$ cat config.mk
export PLATFORM = sky130hd
export DESIGN_NAME = int_to_decimal_ascii_top
export DESIGN_NICKNAME = d
export VERILOG_FILES = /design/src/rtl/itda_pkg.sv /design/src/rtl/int_to_decimal_ascii_top.sv
export SDC_FILE = /design/constraint.sdc
export NUM_CORES = 1
export LEC_CHECK = 0
export ABC_AREA = 0
export ABC_CLOCK_PERIOD_IN_PS = 11600
export BUFFER_PORTS_ARGS = -buffer_cell sky130_fd_sc_hd__buf_4
export CORE_UTILIZATION = 65
export DETAILED_ROUTE_END_ITERATION = 6
export HOLD_SLACK_MARGIN = 0.06
export MAX_ROUTING_LAYER = met4
export PLACE_DENSITY = 0.87
export SLEW_MARGIN = 10
export SYNTH_ARGS = -nofsm -noshare
export SYNTH_HDL_FRONTEND = slang
export SYNTH_SLANG_ARGS = --single-unit
$ cat constraint.sdc
create_clock -name clock -period 11.6 [get_ports clock]
set_clock_uncertainty 0.05 [all_clocks]
set_input_delay 0.58 -clock clock [delete_from_list [all_inputs] [get_ports clock]]
set_output_delay 0.58 -clock clock [all_outputs]
set_load 0.02 [all_outputs]
$ cat src/rtl/itda_pkg.sv
`default_nettype none

package itda_pkg;

   // ascii codes
   localparam logic [7:0] CHAR_ZERO  = 8'd48;
   localparam logic [7:0] CHAR_MINUS = 8'd45;

   // one packed bcd digit
   localparam int unsigned DIGIT_W = 4;

   // sequencer states
   typedef enum logic [2:0] {
      ST_IDLE,
      ST_CONVERT,
      ST_STRIP,
      ST_SIGN,
      ST_DIGIT
   } state_type;

endpackage : itda_pkg

`default_nettype wire

$ cat src/rtl/int_to_decimal_ascii_top.sv
`default_nettype none

// signed integer to decimal ascii text, one character per output transaction
//
// req channel: one transaction carries one signed VALUE_WIDTH-bit integer
// in the low bits of req_tdata. rsp channel: one transaction per character,
// most significant first; a negative number starts with '-', zero prints as
// a single '0', and rsp_tlast marks the final digit of each number.
//
// the magnitude goes through a bit-serial double-dabble unit (add-3 on every
// bcd digit of 5 or more, then shift one binary bit in). the bcd word is then
// stripped of its leading zero digits, and the text leaves at one character
// per cycle while rsp_tready is high.
// the block holds one number at a time; req_tready is high only when idle.
//
// reset (synchronous, active high) returns the sequencer to idle and drops
// rsp_tvalid; a number in flight is discarded. when the receiver stalls,
// the current character and rsp_tlast hold steady until taken.

module int_to_decimal_ascii_top
   import itda_pkg::*;
#(
   parameter int unsigned VALUE_WIDTH = 32
) (
   input  wire                                    clock,
   input  wire                                    reset,
   input  wire                                    req_tvalid,
   output logic                                   req_tready,
   input  wire  [((VALUE_WIDTH + 7) / 8) * 8-1:0] req_tdata,  // value
   output logic                                   rsp_tvalid,
   input  wire                                    rsp_tready,
   output logic [7:0]                             rsp_tdata,  // character
   output logic                                   rsp_tlast   // last
);

   // decimal digits needed for 2^VALUE_WIDTH - 1, log10(2) ~ 0.30103
   localparam int unsigned DIGITS = (VALUE_WIDTH * 30103) / 100000 + 1;
   localparam int unsigned BCD_W  = DIGITS * DIGIT_W;
   localparam int unsigned CNT_W  = $clog2(VALUE_WIDTH + 1);
   localparam int unsigned NDIG_W = $clog2(DIGITS + 1);

   state_type                state_ff, state_in;
   logic [VALUE_WIDTH-1:0]   mag_ff, mag_in;
   logic [BCD_W-1:0]         bcd_ff, bcd_in;
   logic                     neg_ff, neg_in;
   logic [CNT_W-1:0]         cnt_ff, cnt_in;
   logic [NDIG_W-1:0]        ndig_ff, ndig_in;

   logic [VALUE_WIDTH-1:0]   value;
   logic [BCD_W-1:0]         bcd_adj;
   logic [DIGIT_W-1:0]       top_digit;
   logic                     req_fire;
   logic                     rsp_fire;
   logic                     one_digit_left;

   assign value          = req_tdata[VALUE_WIDTH-1:0];
   assign top_digit      = bcd_ff[BCD_W-1 -: DIGIT_W];
   assign req_fire       = req_tvalid & req_tready;
   assign rsp_fire       = rsp_tvalid & rsp_tready;
   assign one_digit_left = (ndig_ff == NDIG_W'(1));

   // add-3 correction on every bcd digit of 5 or more before the shift
   always_comb begin
      for (int i = 0; i < int'(DIGITS); i++) begin
         if (bcd_ff[i*DIGIT_W +: DIGIT_W] >= DIGIT_W'(5)) begin
            bcd_adj[i*DIGIT_W +: DIGIT_W] = bcd_ff[i*DIGIT_W +: DIGIT_W] + DIGIT_W'(3);
         end else begin
            bcd_adj[i*DIGIT_W +: DIGIT_W] = bcd_ff[i*DIGIT_W +: DIGIT_W];
         end
      end
   end

   // next state
   always_comb begin
      state_in = state_ff;
      case (state_ff)
         ST_IDLE: begin
            if (req_fire) begin
               state_in = ST_CONVERT;
            end
         end
         ST_CONVERT: begin
            if (cnt_ff == CNT_W'(1)) begin
               state_in = ST_STRIP;
            end
         end
         ST_STRIP: begin
            // stop at the first nonzero digit, or keep a lone zero
            if (top_digit != '0 || one_digit_left) begin
               state_in = neg_ff ? ST_SIGN : ST_DIGIT;
            end
         end
         ST_SIGN: begin
            if (rsp_fire) begin
               state_in = ST_DIGIT;
            end
         end
         ST_DIGIT: begin
            if (rsp_fire && one_digit_left) begin
               state_in = ST_IDLE;
            end
         end
         default: begin
            state_in = ST_IDLE;
         end
      endcase
   end

   // datapath
   always_comb begin
      mag_in  = mag_ff;
      bcd_in  = bcd_ff;
      neg_in  = neg_ff;
      cnt_in  = cnt_ff;
      ndig_in = ndig_ff;
      case (state_ff)
         ST_IDLE: begin
            if (req_fire) begin
               neg_in = value[VALUE_WIDTH-1];
               mag_in = value[VALUE_WIDTH-1] ? (~value + VALUE_WIDTH'(1)) : value;
               bcd_in = '0;
               cnt_in = CNT_W'(VALUE_WIDTH);
            end
         end
         ST_CONVERT: begin
            bcd_in  = {bcd_adj[BCD_W-2:0], mag_ff[VALUE_WIDTH-1]};
            mag_in  = {mag_ff[VALUE_WIDTH-2:0], 1'b0};
            cnt_in  = cnt_ff - CNT_W'(1);
            ndig_in = NDIG_W'(DIGITS);
         end
         ST_STRIP: begin
            if (top_digit == '0 && !one_digit_left) begin
               bcd_in  = {bcd_ff[BCD_W-DIGIT_W-1:0], {DIGIT_W{1'b0}}};
               ndig_in = ndig_ff - NDIG_W'(1);
            end
         end
         ST_DIGIT: begin
            if (rsp_fire) begin
               bcd_in  = {bcd_ff[BCD_W-DIGIT_W-1:0], {DIGIT_W{1'b0}}};
               ndig_in = ndig_ff - NDIG_W'(1);
            end
         end
         default: begin
         end
      endcase
   end

   // outputs
   always_comb begin
      req_tready = 1'b0;
      rsp_tvalid = 1'b0;
      rsp_tdata  = CHAR_ZERO + {4'b0000, top_digit};
      rsp_tlast  = 1'b0;
      case (state_ff)
         ST_IDLE: begin
            req_tready = 1'b1;
         end
         ST_SIGN: begin
            rsp_tvalid = 1'b1;
            rsp_tdata  = CHAR_MINUS;
         end
         ST_DIGIT: begin
            rsp_tvalid = 1'b1;
            rsp_tlast  = one_digit_left;
         end
         default: begin
         end
      endcase
   end

   always_ff @(posedge clock) begin
      if (reset) begin
         state_ff <= ST_IDLE;
      end else begin
         state_ff <= state_in;
      end
   end

   // payload, no reset needed
   always_ff @(posedge clock) begin
      mag_ff  <= mag_in;
      bcd_ff  <= bcd_in;
      neg_ff  <= neg_in;
      cnt_ff  <= cnt_in;
      ndig_ff <= ndig_in;
   end

endmodule : int_to_decimal_ascii_top

`default_nettype wire

# Yosys cells after proc, flatten, opt, wreduce, memory -nomap -nowiden
# Index checks and enable logic that the tools add are counted.
[totals]
register_bits = 86
latch_bits = 0
ram_bits = 0
mem_bits_ro = 0
input_bits = 36
output_inout_bits = 11
elab_cells = 95
mem_count = 0
[classes]
add_sub_neg = 14
n_mul = 0
div_mod_pow = 0
magnitude_cmp = 10
n_eq_ne = 13
shift = 0
n_mux = 33
bitwise_logic = 3
n_reduce_logical = 16
[ops]
columns = ["op", "n"]
rows = [
  ["$pmux 40 s4", 1],
  ["$mux 40", 3],
  ["$mux 32", 2],
  ["$pmux 32 s2", 1],
  ["$mux 4", 11],
  ["$ge 4x3->1 const B", 10],
  ["$add 4x2->4 const B", 9],
  ["$add 32x1->32 const B", 1],
  ["$not 32->32", 1],
  ["$mux 3", 7],
  ["$pmux 3 s5", 1],
  ["$ne 2x2->1 const B", 7],
  ["$pmux 4 s3", 1],
  ["$pmux 6 s2", 1],
  ["$reduce_bool 4->1", 2],
  ["$add 6x4->7 const A", 1],
  ["$mux 7", 1],
  ["$eq 3x2->1 const B", 2],
  ["$eq 6x1->1 const B", 1],
  ["$mux 6", 1],
  ["$sub 6x1->6 const B", 1],
  ["$reduce_and 5->1", 1],
  ["$eq 4x1->1 const B", 1],
  ["$logic_not 4->1", 1],
  ["16 further kinds", 21],
]

# Depth between registers and ports, before layout
[depth]
word_depth = 7
depth_mapped = 7
ltp_nobuf = 7

# Least setup slack after synthesis
# No wires, ideal clock.
[synth_path]
kind = "register to register"
from = "register state_ff[0]"
to = "register bcd_ff[0] (enable)"
setup_time_ps = 446
t_arrival_ps = 4608
t_required_ps = 11104
setup_slack_ps = 6496
path_stages_with_launch = 5
path_buffers = 1
synth_period_minus_slack_ps = 5104
cell_sequence = "dfxtp_1 > clkbuf_1 > nor2_1 > nor3_1 > o21bai_1"
[synth_via]
elab_chain_len = 6
word_cells_on_any_way = 15
cone_classes = "eq/ne (7); mux (2); bitwise (2); reduce/logical (4)"
[synth_rtl]
columns = ["element", "line_no", "source"]
rows = [
  ["start, declared", "int_to_decimal_ascii_top.sv:42", "state_type state_ff, state_in;"],
  ["start signal, assigned", "int_to_decimal_ascii_top.sv:175", "state_ff <= state_in;"],
  ["$eq 3x3->1 or $eq 3x2->1 (tied branches)", "int_to_decimal_ascii_top.sv:116, int_to_decimal_ascii_top.sv:154", ""],
  ["$reduce_or 2->1 (no line)", "--", ""],
  ["$mux 1", "int_to_decimal_ascii_top.sv:154", "case (state_ff)"],
  ["$and 1x1->1", "int_to_decimal_ascii_top.sv:59", "assign rsp_fire = rsp_tvalid & rsp_tready;"],
  ["$ne 2x2->1 (no line)", "--", ""],
  ["$reduce_and 4->1 (no line) (*)", "--", ""],
  ["end signal, assigned", "int_to_decimal_ascii_top.sv:182", "bcd_ff <= bcd_in;"],
  ["end, declared", "int_to_decimal_ascii_top.sv:44", "logic [BCD_W-1:0] bcd_ff, bcd_in;"],
]
# Every way passes the cells marked *; elsewhere a longest branch is shown, timed or not.
# A chain may end at the register's enable or synchronous reset.

# Worst setup path in the final report
[layout_path]
from = "register bcd_ff[36]"
to = "register bcd_ff[26] (enable)"
[layout_via]
elab_chain_len = 4
[layout_rtl]
columns = ["element", "line_no", "source"]
rows = [
  ["$logic_not 4->1", "int_to_decimal_ascii_top.sv:132", "if (top_digit == '0 && !one_digit_left) begin"],
  ["$logic_and 1x1->1", "int_to_decimal_ascii_top.sv:132", ""],
  ["$ne 2x2->1 (no line)", "--", ""],
  ["$reduce_and 4->1 (no line)", "--", ""],
]
# Every way passes these cells.

==> reports/results.tsv <==
metric	value	unit
detailed-route DRC error count	0	
Reg area	0.00255	sq mm
vias in the first global route	3985	
via density per instance	5.85	
Final Hold Viols	0	
final total negative setup slack	0	ns
Max rail drop VDD	131	uV
Top Ports	47	
prevailing post-synth register cell	edfxtp_1	
number of antenna violations at the first check in global routing	0	
port buffer count	43	
area share of the largest cell type after synthesis	0.456	
clock input transition at the sequential cells of the worst setup and hold paths	0.09	ns
deepest level of the CTS H-tree	3	
filler cell count in the final layout	570	
post-route minimum period	2.97	ns
slew of the pin with the lowest slew margin	1.17	ns
gr usage total	0.270	
Resize count post-CTS	0	
sink count of the clock tree	86	
Starting Density	0.669	
DRC violation total after the first TritonRoute iteration	256	
WL final	10800	um
post-DR wirelength/cell	15.1	um
TritonCTS buffer count	9	
Die Footprint	0.00878	sq mm
area added between synthesis and finish	11.9	%
status	finished clean	
Final #Nets	662	
biggest area consumer among synthesized cells	edfxtp_1	
core area	0.00818	sq mm
Peak Freq	336	MHz
top fanout value on the critical path	40	
cell with the most instances after synthesis	edfxtp_1	
antenna cell count	0	
Flop pwr share	0.437	
final setup violation count	0	
HPWL after DPL	7240	um
clock tree from TritonCTS	yes	
library cell used as clock root buffer	clkbuf_8	
area of all placed cells without fillers	0.00612	sq mm
total standard cell area after synthesis	0.00547	sq mm
ranking of synthesized cells by area	edfxtp_1 46%, ha_1 5.9%, o21ai_0 5.9%	
Seq/Total Area, Yosys	0.467	
ratio of cells with drive above 1 in the final layout	0.140	
fin crit share	0.256	
type of destination of the critical path	register	
Clock power frac	0.164	
RSZ-0062 raised after global routing	no	
detailed-routing iteration count for the pre-antenna-repair pass	4	
FF-to-FF path depth	6	
worst min-delay path class	in -> reg	
ANT nets after route	0	
vias post-DR	4150	
part of the power in combinational logic	0.399	
Rows	33	
Syn Area/Cell	9.65	sq um
number of buffers between clock root and the deepest sink	2	
largest net degree at the start of global routing	81	
horizontal extent of the die	93.7	um
number of flops mapped to enable cells by yosys	83	
worst setup path category	reg -> reg	
Ys Warns	0	
WP data required	11.53	ns
latest clock arrival within the worst-skew pair	0.36	ns
depth of the worst hold-timing path	2	
ys async rst share	0	
total cell area at the placement stage	0.00587	sq mm
switching power total	0.000610	W
max-slew violation count	0	
number of storage elements in the synthesis netlist	86	
Pwr Density	254	mW/mm^2
switching power share of the total	0.392	
Post-CTS Setup Repair Bufs	0	
post-layout util	0.748	
Netlist cell types	48	
cell leakage power	2.27	nW
Max-Slew Margin vs Limit	0.216	
max-cap violation count	0	
height of the die	93.7	um
minimum hold slack	0.335	ns
hold bufs inserted after CTS	0	
internal power	0.000945	W
final estimated routing congestion in global placement	0.775	
sort of element at the start of the critical path	register	
worst endpoint data arrival time	2.90	ns
wire length of the first global-routing pass	17900	um
count of mapped cells out of synthesis	567	
final global-route overflow total	0	
multi-input logic area	0.00273	sq mm
ranking of synthesized cells by instance count	83 x edfxtp_1, 65 x o21ai_0, 64 x nand2_1	
==> cell families (layout without fill, tap and decap cells) <==
group / after synthesis / in the layout / synth area share
simple gates: 190 / 190 / 0.176
compound gates: 156 / 156 / 0.172
flops: 86 / 86 / 0.467
buf+inv: 55 / 92 / 0.0400
xor+xnor: 47 / 47 / 0.0753
fa+ha+maj: 26 / 26 / 0.0595
mux: 5 / 5 / 0.00915
other cells: 2 / 3 / 0.00137
==> flip-flops by register name, indices dropped and copies added (netlist names) <==
signal and count:
bcd_ff 40, mag_ff 32, cnt_ff 6, ndig_ff 4
state_ff 3, neg_ff 1
==> routing by layer <==
layer  global-route usage  up-vias  share of wire
li1                     -     2081              -
met1                0.326     1957           0.44
met2                0.456       95           0.51
met3               0.0502       17          0.030
met4               0.0936        0          0.015
met5                    -        -              0
==> power by group through the flow <==
stage | clock [W] | sequential [W] | combinational, W
2_1_floorplan | 0 | 0.000645 | 0.000480
3_3_place_gp | 0 | 0.000671 | 0.000577
3_5_place_dp | 0 | 0.000681 | 0.000615
4_1_cts | 0.000259 | 0.000678 | 0.000622
5_1_grt | 0.000274 | 0.000698 | 0.000699
6_report | 0.000255 | 0.000679 | 0.000620
==> worst paths after layout <==
check | slack, ns | end | startpoint
max reg2reg | 8.63 | bcd_ff[26] | bcd_ff[36]
max | 8.63 | bcd_ff[26] | bcd_ff[36]
min reg2reg | 0.48 | mag_ff[15] | mag_ff[14]
min | 0.34 | state_ff[1] | reset
==> stage by stage <==
| stage | total power [W] | setup WS [ns] | instances |
|---|---|---|---|
| after global routing | 0.00167 | 8.44 | 710 |
| after CTS | 0.00156 | 8.61 | 710 |
| after detailed placement | 0.00130 | 8.69 | 694 |
| final | 0.00155 | 8.63 | 710 |
| after floorplan | 0.00112 | 6.50 | 568 |
| after global placement | 0.00125 | 8.80 | 694 |
==> critical path: stages (launching register included) <==
cell      delay [ns]
edfxtp_1        0.41
inv_1           0.15
ha_1            0.16
or3b_2          0.47
nor3_1          0.25
a21oi_1         0.15
o21bai_4        0.93
==> layout make-up <==
| type | instances | share of cell area |
|---|---|---|
| Clock buffer | 9 | 0.0202 |
| Tap cell | 105 | 0.0215 |
| Clock inverter | 7 | 0.0198 |
| Sequential cell | 86 | 0.417 |
| Inverter | 29 | 0.0178 |
| Timing Repair Buffer | 47 | 0.0577 |
| Multi-Input combinational cell | 427 | 0.446 |
==> layout by cell type, fill, tap and decap left out, types with 3 or more instances in the layout <==
cell / netlist / layout
o41ai_1: 3 / 3
nand2b_1: 16 / 16
mux2i_1: 5 / 5
nand3_1: 5 / 5
or3_4: 3 / 3
xnor2_1: 15 / 15
nor2b_1: 6 / 6
bufinv_16: 0 / 3
conb_1: 2 / 3
inv_1: 29 / 29
nor3_1: 10 / 8
o41ai_2: 3 / 3
nor3b_1: 17 / 17
dfxtp_1: 3 / 3
a22o_1: 3 / 3
a21oi_1: 50 / 49
edfxtp_1: 83 / 83
buf_4: 3 / 47
o31ai_1: 17 / 17
o21ai_0: 65 / 65
nor4_1: 5 / 5
and2_1: 5 / 5
nor2_1: 46 / 46
nand2_1: 64 / 64
xor2_1: 32 / 32
clkbuf_8: 0 / 9
a22oi_1: 4 / 4
ha_1: 26 / 26
No activity file was read; power rests on OpenSTA's default activity.
